--- src/rtl/icfct_pkg.sv ---
// Package for the I2C commanded fault countdown timer.
// Types, codes and frame constants shared by icfct_link and the top level.
// No dependencies.
`timescale 1ns / 1ps
`default_nettype none

package icfct_pkg;

  localparam int RX_FRAME_BYTES = 6;
  localparam int TX_FRAME_BYTES = 6;
  localparam int CNT_W          = $clog2(RX_FRAME_BYTES + 1);
  localparam int IDX_W          = $clog2(TX_FRAME_BYTES);

  localparam logic [7:0]  SUM_OK   = 8'hFF;
  localparam logic [31:0] CNT_ONES = 32'hFFFF_FFFF;

  localparam logic [7:0] SET_CODE_RST   = 8'd1;
  localparam logic [7:0] STOP_CODE_RST  = 8'd2;
  localparam logic [7:0] CLEAR_CODE_RST = 8'd3;

  typedef enum logic [1:0] {
    CFG_SET   = 2'd0,
    CFG_STOP  = 2'd1,
    CFG_CLEAR = 2'd2,
    CFG_NONE  = 2'd3
  } cfg_idx_t;

  typedef enum logic [1:0] {
    MODE_CLEARED = 2'd0,
    MODE_PAUSED  = 2'd1,
    MODE_RUNNING = 2'd2,
    MODE_ELAPSED = 2'd3
  } mode_t;

  typedef enum logic [1:0] {
    ACT_TICK  = 2'd0,
    ACT_START = 2'd1,
    ACT_RX    = 2'd2,
    ACT_TX    = 2'd3
  } act_t;

  typedef struct packed {
    logic [1:0] action;
    logic [7:0] data_byte;
    logic       start_pin_high;
  } in_word_t;

  typedef struct packed {
    logic [7:0]  tx_byte;
    logic        fault_n;
    logic        led_level;
    logic [1:0]  timer_status;
    logic [31:0] count_value;
  } out_word_t;

  // frame completion event from the bus side to the timer
  typedef struct packed {
    logic        done;
    logic        ok;
    logic [7:0]  msg_type;
    logic [31:0] value;
  } frame_t;

endpackage

`default_nettype wire

--- src/rtl/icfct_link.sv ---
// Bus side of the timer: receive frame assembly with running checksum,
// reply snapshot and transmit byte pointer. Uses icfct_pkg.
`timescale 1ns / 1ps
`default_nettype none

module icfct_link
  import icfct_pkg::*;
(
  input  wire logic        clk,
  input  wire logic        rst,
  input  wire logic        step,
  input  wire logic [1:0]  action,
  input  wire logic [7:0]  data_byte,
  input  wire logic [31:0] count,
  input  wire mode_t       mode,
  output frame_t           frame,
  output logic [7:0]       tx_byte
);

  // first five bytes; the sixth is the byte that completes the frame
  logic [7:0]       rx_frame [0:RX_FRAME_BYTES-2];
  logic [CNT_W-1:0] rx_count;
  logic [7:0]       rx_sum;
  logic [7:0]       rx_sum_next;

  // reply snapshot
  logic [31:0]      tx_count;
  logic [1:0]       tx_mode;
  logic [7:0]       tx_csum;
  logic [7:0]       snap_csum;
  logic [IDX_W-1:0] tx_index;

  logic is_rx;
  logic is_tx;
  logic store;

  assign is_rx       = step && (action == ACT_RX);
  assign is_tx       = step && (action == ACT_TX);
  assign store       = is_rx && (rx_count < CNT_W'(RX_FRAME_BYTES));
  assign rx_sum_next = rx_sum + data_byte;

  assign frame.done     = store && (rx_count == CNT_W'(RX_FRAME_BYTES - 1));
  assign frame.ok       = (rx_sum_next == SUM_OK);
  assign frame.msg_type = rx_frame[0];
  assign frame.value    = {rx_frame[4], rx_frame[3], rx_frame[2], rx_frame[1]};

  assign snap_csum = SUM_OK - (count[7:0] + count[15:8] + count[23:16] + count[31:24]
                               + {6'd0, mode});

  always_comb begin
    case (tx_index)
      IDX_W'(0): tx_byte = tx_count[7:0];
      IDX_W'(1): tx_byte = tx_count[15:8];
      IDX_W'(2): tx_byte = tx_count[23:16];
      IDX_W'(3): tx_byte = tx_count[31:24];
      IDX_W'(4): tx_byte = {6'd0, tx_mode};
      default:   tx_byte = tx_csum;
    endcase
  end

  always_ff @(posedge clk) begin
    if (store && (rx_count < CNT_W'(RX_FRAME_BYTES - 1))) begin
      rx_frame[rx_count] <= data_byte;
    end
  end

  always_ff @(posedge clk) begin
    if (rst) begin
      rx_count <= '0;
      rx_sum   <= '0;
      tx_index <= '0;
      tx_count <= '0;
      tx_mode  <= '0;
      tx_csum  <= SUM_OK;
    end else begin
      if (is_rx) begin
        tx_index <= '0;
      end
      if (store) begin
        rx_count <= rx_count + CNT_W'(1);
        rx_sum   <= rx_sum_next;
      end
      if (frame.done) begin
        tx_count <= count;
        tx_mode  <= mode;
        tx_csum  <= snap_csum;
      end
      if (is_tx) begin
        rx_count <= '0;
        rx_sum   <= '0;
        tx_index <= (tx_index == IDX_W'(TX_FRAME_BYTES - 1)) ? '0 : tx_index + IDX_W'(1);
      end
    end
  end

endmodule

`default_nettype wire

--- src/rtl/i2c_commanded_fault_countdown_timer.sv ---
// Countdown fault timer driven by a word stream of ticks, start pin edges,
// received bus bytes and transmit byte requests. One word is taken per cycle;
// its result appears in the output register on the next cycle. in_ready drops
// only while that output register holds a result that is not being taken, so
// with out_ready high the block sustains one word per clock.
// Depends on icfct_pkg and icfct_link.
`timescale 1ns / 1ps
`default_nettype none

module i2c_commanded_fault_countdown_timer
  import icfct_pkg::*;
(
  input  wire logic      clk,
  input  wire logic      rst,
  input  wire logic      in_valid,
  output logic           in_ready,
  input  wire in_word_t  in_data,
  output logic           out_valid,
  input  wire logic      out_ready,
  output out_word_t      out_data,
  input  wire logic      cfg_we,
  input  wire logic [1:0] cfg_index,
  input  wire logic [7:0] cfg_data
);

  logic [7:0] set_code;
  logic [7:0] stop_code;
  logic [7:0] clear_code;

  mode_t       mode;
  mode_t       mode_next;
  logic [31:0] count;
  logic [31:0] count_next;
  logic        counting;
  logic        counting_next;
  logic        fault_level;
  logic        fault_level_next;
  logic        led;
  logic        led_next;

  logic       accept;
  frame_t     frame;
  logic [7:0] link_tx_byte;

  assign in_ready = !out_valid || out_ready;
  assign accept   = in_valid && in_ready;

  icfct_link u_link (
    .clk       (clk),
    .rst       (rst),
    .step      (accept),
    .action    (in_data.action),
    .data_byte (in_data.data_byte),
    .count     (count),
    .mode      (mode),
    .frame     (frame),
    .tx_byte   (link_tx_byte)
  );

  always_ff @(posedge clk) begin
    if (rst) begin
      set_code   <= SET_CODE_RST;
      stop_code  <= STOP_CODE_RST;
      clear_code <= CLEAR_CODE_RST;
    end else if (cfg_we) begin
      case (cfg_index)
        CFG_SET:   set_code   <= cfg_data;
        CFG_STOP:  stop_code  <= cfg_data;
        CFG_CLEAR: clear_code <= cfg_data;
        default:   ;
      endcase
    end
  end

  always_comb begin
    mode_next        = mode;
    count_next       = count;
    counting_next    = counting;
    fault_level_next = fault_level;
    led_next         = led;
    case (in_data.action)
      ACT_TICK: begin
        if (counting) begin
          if (count == '0) begin
            count_next    = CNT_ONES;
            counting_next = 1'b0;
            if (mode == MODE_RUNNING) begin
              mode_next        = MODE_ELAPSED;
              fault_level_next = 1'b0;
            end
          end else begin
            count_next = count - 32'd1;
          end
        end
      end
      ACT_START: begin
        if (mode == MODE_PAUSED) begin
          led_next      = 1'b0;
          counting_next = 1'b1;
          mode_next     = MODE_RUNNING;
        end
      end
      ACT_RX: begin
        // first match wins: set, then stop, then clear
        if (frame.done && frame.ok) begin
          if (frame.msg_type == set_code) begin
            if (mode inside {MODE_PAUSED, MODE_CLEARED}) begin
              mode_next  = MODE_PAUSED;
              count_next = frame.value;
            end
          end else if (frame.msg_type == stop_code) begin
            if (in_data.start_pin_high) begin
              led_next      = 1'b1;
              mode_next     = MODE_PAUSED;
              counting_next = 1'b0;
            end
          end else if (frame.msg_type == clear_code) begin
            if (mode != MODE_RUNNING) begin
              mode_next        = MODE_CLEARED;
              count_next       = CNT_ONES;
              fault_level_next = 1'b1;
            end
          end
        end
      end
      default: ;
    endcase
  end

  always_ff @(posedge clk) begin
    if (rst) begin
      mode        <= MODE_CLEARED;
      count       <= '0;
      counting    <= 1'b0;
      fault_level <= 1'b1;
      led         <= 1'b1;
      out_valid   <= 1'b0;
    end else begin
      if (accept) begin
        mode        <= mode_next;
        count       <= count_next;
        counting    <= counting_next;
        fault_level <= fault_level_next;
        led         <= led_next;
        out_valid   <= 1'b1;
      end else if (out_ready) begin
        out_valid <= 1'b0;
      end
    end
  end

  always_ff @(posedge clk) begin
    if (accept) begin
      out_data.tx_byte      <= (in_data.action == ACT_TX) ? link_tx_byte : 8'd0;
      out_data.fault_n      <= fault_level_next;
      out_data.led_level    <= led_next;
      out_data.timer_status <= mode_next;
      out_data.count_value  <= count_next;
    end
  end

`ifndef SYNTHESIS
  a_counting_iff_running: assert property (@(posedge clk) disable iff (rst)
    counting == (mode == MODE_RUNNING))
    else $error("counting flag disagrees with running mode");

  a_tick_decrements: assert property (@(posedge clk) disable iff (rst)
    (accept && in_data.action == ACT_TICK && counting && count != '0)
      |=> count == $past(count) - 32'd1)
    else $error("tick did not decrement the count");

  a_fault_only_on_elapse: assert property (@(posedge clk) disable iff (rst)
    $fell(fault_level) |-> mode == MODE_ELAPSED)
    else $error("fault asserted without elapse");

  a_result_matches_state: assert property (@(posedge clk) disable iff (rst)
    $past(accept) |-> (out_data.count_value == count && out_data.timer_status == mode))
    else $error("result register out of step with timer state");
`endif

endmodule

`default_nettype wire

--- config.mk ---
export PLATFORM = sky130hd
export DESIGN_NAME = i2c_commanded_fault_countdown_timer
export DESIGN_NICKNAME = d
export VERILOG_FILES = /design/src/rtl/icfct_pkg.sv /design/src/rtl/icfct_link.sv /design/src/rtl/i2c_commanded_fault_countdown_timer.sv
export SDC_FILE = /design/constraint.sdc
export NUM_CORES = 1
export LEC_CHECK = 0
export ABC_AREA = 1
export ABC_CLOCK_PERIOD_IN_PS = 4800
export BUFFER_PORTS_ARGS = -buffer_cell sky130_fd_sc_hd__buf_4
export CORE_ASPECT_RATIO = 1.5
export CORE_MARGIN = 3
export CORE_UTILIZATION = 64
export CTS_BUF_LIST = sky130_fd_sc_hd__clkbuf_2 sky130_fd_sc_hd__clkbuf_4 sky130_fd_sc_hd__clkbuf_8
export DETAILED_ROUTE_END_ITERATION = 8
export PLACE_DENSITY = 0.81
export SKIP_LAST_GASP = 1
export SLEW_MARGIN = 10
export SYNTH_ARGS = -nofsm -noshare
export SYNTH_HDL_FRONTEND = slang
export SYNTH_HIERARCHICAL = 1
export SYNTH_SLANG_ARGS = --single-unit
--- constraint.sdc ---
create_clock -name clk -period 4.8 [get_ports clk]
set_input_delay 0.24 -clock clk [delete_from_list [all_inputs] [get_ports clk]]
set_output_delay 0.24 -clock clk [all_outputs]
set_load 0.01 [all_outputs]
==> flow_metrics.py <==
metrics = {
    "logic_synthesis": {
        "syn-cell-area_sq_um": 12100,
        "synthFlopType": "dfxtp_1",
        "synth_edf_count": 84,
        "synth_compound_area_frac": 0.146,
        "netlist_instances": 1687,
        "synthMuxAreaShare": 0,
        "synth-simple-area-share": 0.279,
        "ys_ff_latch": 202,
        "syn_nets": 1761,
        "synth_top_cell_by_area": "edfxtp_1",
        "synth_top_area_frac": 0.208,
        "synth_top_family_by_area": "simple AND/OR/NAND/NOR gates",
        "synth-xor-area-share": 0.0174,
        "synthArstFlopShare": 0,
        "ys_warn_count": 6,
        "syn_avg_cell_area_sq_um": 7.18,
        "ys_seq_area_frac": 0.403,
        "yosys-top-cells-area": "edfxtp_1, dfxtp_1, nand2_1",
        "synth_cell_types": 44,
        "synthAdderAreaFrac": 0.0601,
    },
    "cells_and_area": {
        "postLayoutCellArea_sq_um": 13600,
        "regArea_sq_um": 4890,
        "utilization": 0.733,
        "mostFrequentLayoutCells": "nand2_1, inv_1, nor2_1",
        "fillers": 1537,
        "finalNetCount": 1835,
        "final_layout_size_suffix_gt1_frac": 0.0985,
        "multiInputGateArea_sq_um": 6080,
        "antenna_cells": 0,
        "mostFrequentLayoutCell": "nand2_1",
        "syn2layout_area_growth_pct": 12.2,
    },
    "global_routing": {
        "grt_first_pass_wirelength_mm": 57.5,
        "grt_usage": 0.350,
        "grt_pass1_vias": 11200,
        "grt_max_degree": 60,
        "antenna_found_initial": 1,
        "overflow": 0,
    },
    "timing": {
        "maxSlewHeadroom": 0.292,
        "finalCritPeriodShare": 0.781,
        "finalWorstSetupSlack_ns": 1.05,
        "tns_ns": 0,
        "fin_crit_ns": 3.75,
        "slew_violations": 0,
        "rsz0062_at_grt": "no",
        "hold_viol": 0,
        "clock.fmax_mhz": 267,
        "setup_viol": 0,
        "fin_skew_ns": 0.0216,
        "tightest_slew_ns": 1.05,
    },
    "place": {
        "pre_cts_ws_ns": 1.09,
        "post-dp-hpwl_mm": 26.7,
        "gp_congestion": 1.00,
        "port_buffers": 71,
        "place_area_sq_um": 12800,
    },
    "pwr": {
        "p_leak_nw": 6.26,
        "p_sw_frac": 0.314,
        "clkPwrFrac": 0.339,
        "max-vdd-ir-drop_mv": 0.242,
        "powerDensity_nw_per_um2": 324,
        "power_frac_seq": 0.444,
        "p_total_mw": 4.41,
        "p_int_mw": 3.02,
        "p_switching_mw": 1.38,
        "power_frac_comb": 0.217,
    },
    "floorplanning": {
        "die-area_sq_um": 20600,
        "row_count": 61,
        "dieWidth_microns": 118,
        "core_sq_um": 18500,
        "io_pins": 72,
        "die_h_microns": 174,
        "start_util": 0.653,
    },
    "setup_path": {
        "r2r_cells": 19,
        "arrival_ns": 4.28,
        "reg2reg_slack_ns": 1.05,
        "r2r-start": "out_valid",
        "setup.worst_path.start_class": "primary input",
        "endpoint_kind": "flop",
        "worstSetupPathType": "primary input to flop",
        "path_max_fanout": 54,
        "cp.required_ns": 5.33,
        "cp-endpoint": "count[9]",
        "cp-startpoint": "out_ready",
        "rr_endpoint": "count[9]",
    },
    "clock_network": {
        "cts_max_path_buffers": 3,
        "root_buffer": "clkbuf_8",
        "cts_buffers": 31,
        "clock_sinks": 202,
        "cts_resized": 0,
        "clkTransAtPathRegs_ns": 0.06,
        "htree_levels": 1,
        "cts_tree": "built",
        "clkLatencyLatePin_ns": 0.58,
    },
    "route": {
        "postRouteAntennaNets": 0,
        "wire_per_inst_microns": 17.9,
        "drc_errors": 0,
        "drt_iter0_markers": 1037,
        "wl_mm": 36.6,
        "viasPerCell": 5.71,
        "first_pass_iters": 7,
        "num_vias": 11600,
    },
    "worst_hold_path": {
        "worstHoldPathCells": 4,
        "hp-start": "cfg_index[0]",
        "hp-class": "primary input to flop",
    },
    "flow_run": {
        "max-cap-violations": 0,
    },
    "outcome": {
        "status": "finished clean",
    },
}
[repair_timing]
action | in CTS | in global routing
hold buffers | 19 | 0
setup buffers | 0 | 0
setup endpoints to repair | 0 | 0
endpoints found under the hold margin | 65 | 0
[state kept, by name, summed over array words and instances, names as in the netlist, 3 cells and up]
signal           count
u_link/tx_index      3
u_link/tx_csum       8
u_link/tx_count     32
count               32
out_data            44
u_link/rx_count      3
u_link/rx_frame     40
u_link/rx_sum        8
clear_code           8
stop_code            8
set_code             8
[worst min-delay path by stage]
stage	endpoint	slack [ns]
6_report	clear_code[1]	0.08
5_1_grt	clear_code[0]	0.09
4_1_cts	clear_code[1]	0.05
3_5_place_dp	u_link/tx_mode[1]	0.45
3_3_place_gp	u_link/tx_mode[0]	0.43
2_1_floorplan	u_link/rx_frame[0][0]	0.34
[metrics by stage]
step	hold WS [ns]	instances
finish	0.0787	2038
global route	0.0854	2038
CTS	0.0504	2038
detailed placement	0.448	1961
global placement	0.435	1961
floorplan	0.339	1687
[kinds of logic after synthesis]
kind of cell,after synthesis
compound gates,329
xor+xnor,24
fa+ha+maj,48
buf+inv,288
flops,202
simple gates,796
[cells in the mapped netlist (2+ instances only)]
library cell	number
clkinv_1	3
o21ai_1	24
nor2_1	166
nand2_2	4
or2_2	2
nand4_1	18
buf_2	15
clkbuf_1	33
o21bai_1	2
inv_2	5
fa_1	17
o211ai_1	15
edfxtp_1	84
nor2_2	9
xor2_1	15
nand3b_1	5
nand3_2	7
nor4_1	2
xnor2_1	9
a21oi_1	159
o21ai_0	105
a211oi_1	2
inv_1	220
o21a_1	4
nor2_8	2
ha_1	31
dfxtp_1	118
buf_6	4
buf_1	3
a221oi_1	6
nand2_1	451
nand3_1	112
a22oi_1	10
nor3_1	12
inv_4	2
buf_4	3
[area by class of cell]
class,count,share of cell area
sequential,202,0.359
clock buffer,52,0.0457
multi-input combinational,1197,0.447
tap,252,0.0232
inverter,230,0.0639
timing repair buffer,99,0.0582
clock inverter,6,0.00230
[routing by layer]
layer  track usage  routed length [microns]
met5             0                       11
met4         0.227                     2630
met1         0.362                    12500
met2         0.649                    18900
met3        0.0524                     2540
[power by group through the flow]
stage                     clock network (mW)  registers [mW]  logic [mW]
final                                   1.49            1.96       0.956
after CTS                               1.51            1.95       0.944
after global placement                     0            1.99       0.916
after detailed placement                   0            1.99       0.926
after global routing                    1.58            1.96        1.08
after floorplan                            0            1.97       0.637
[worst max-delay path, stage by stage]
cell and delay, ns:
dlygate4sd3_1 0.53, buf_4 0.10, inv_1 0.03, nand2_1 0.08, nand2_1 0.09, inv_2 0.07
nand2_2 0.18, nor2_4 0.15, nand2_4 0.09, inv_4 0.17, nand3_4 0.35, inv_4 0.56
nand2_1 0.14, inv_1 0.57, nand2_8 0.17, nor2_8 0.22, nand2_1 0.10, o211ai_1 0.09
nand2_1 0.09, nand3_1 0.10, nand2_1 0.06, inv_1 0.05
(Power assumes the default switching activity.)
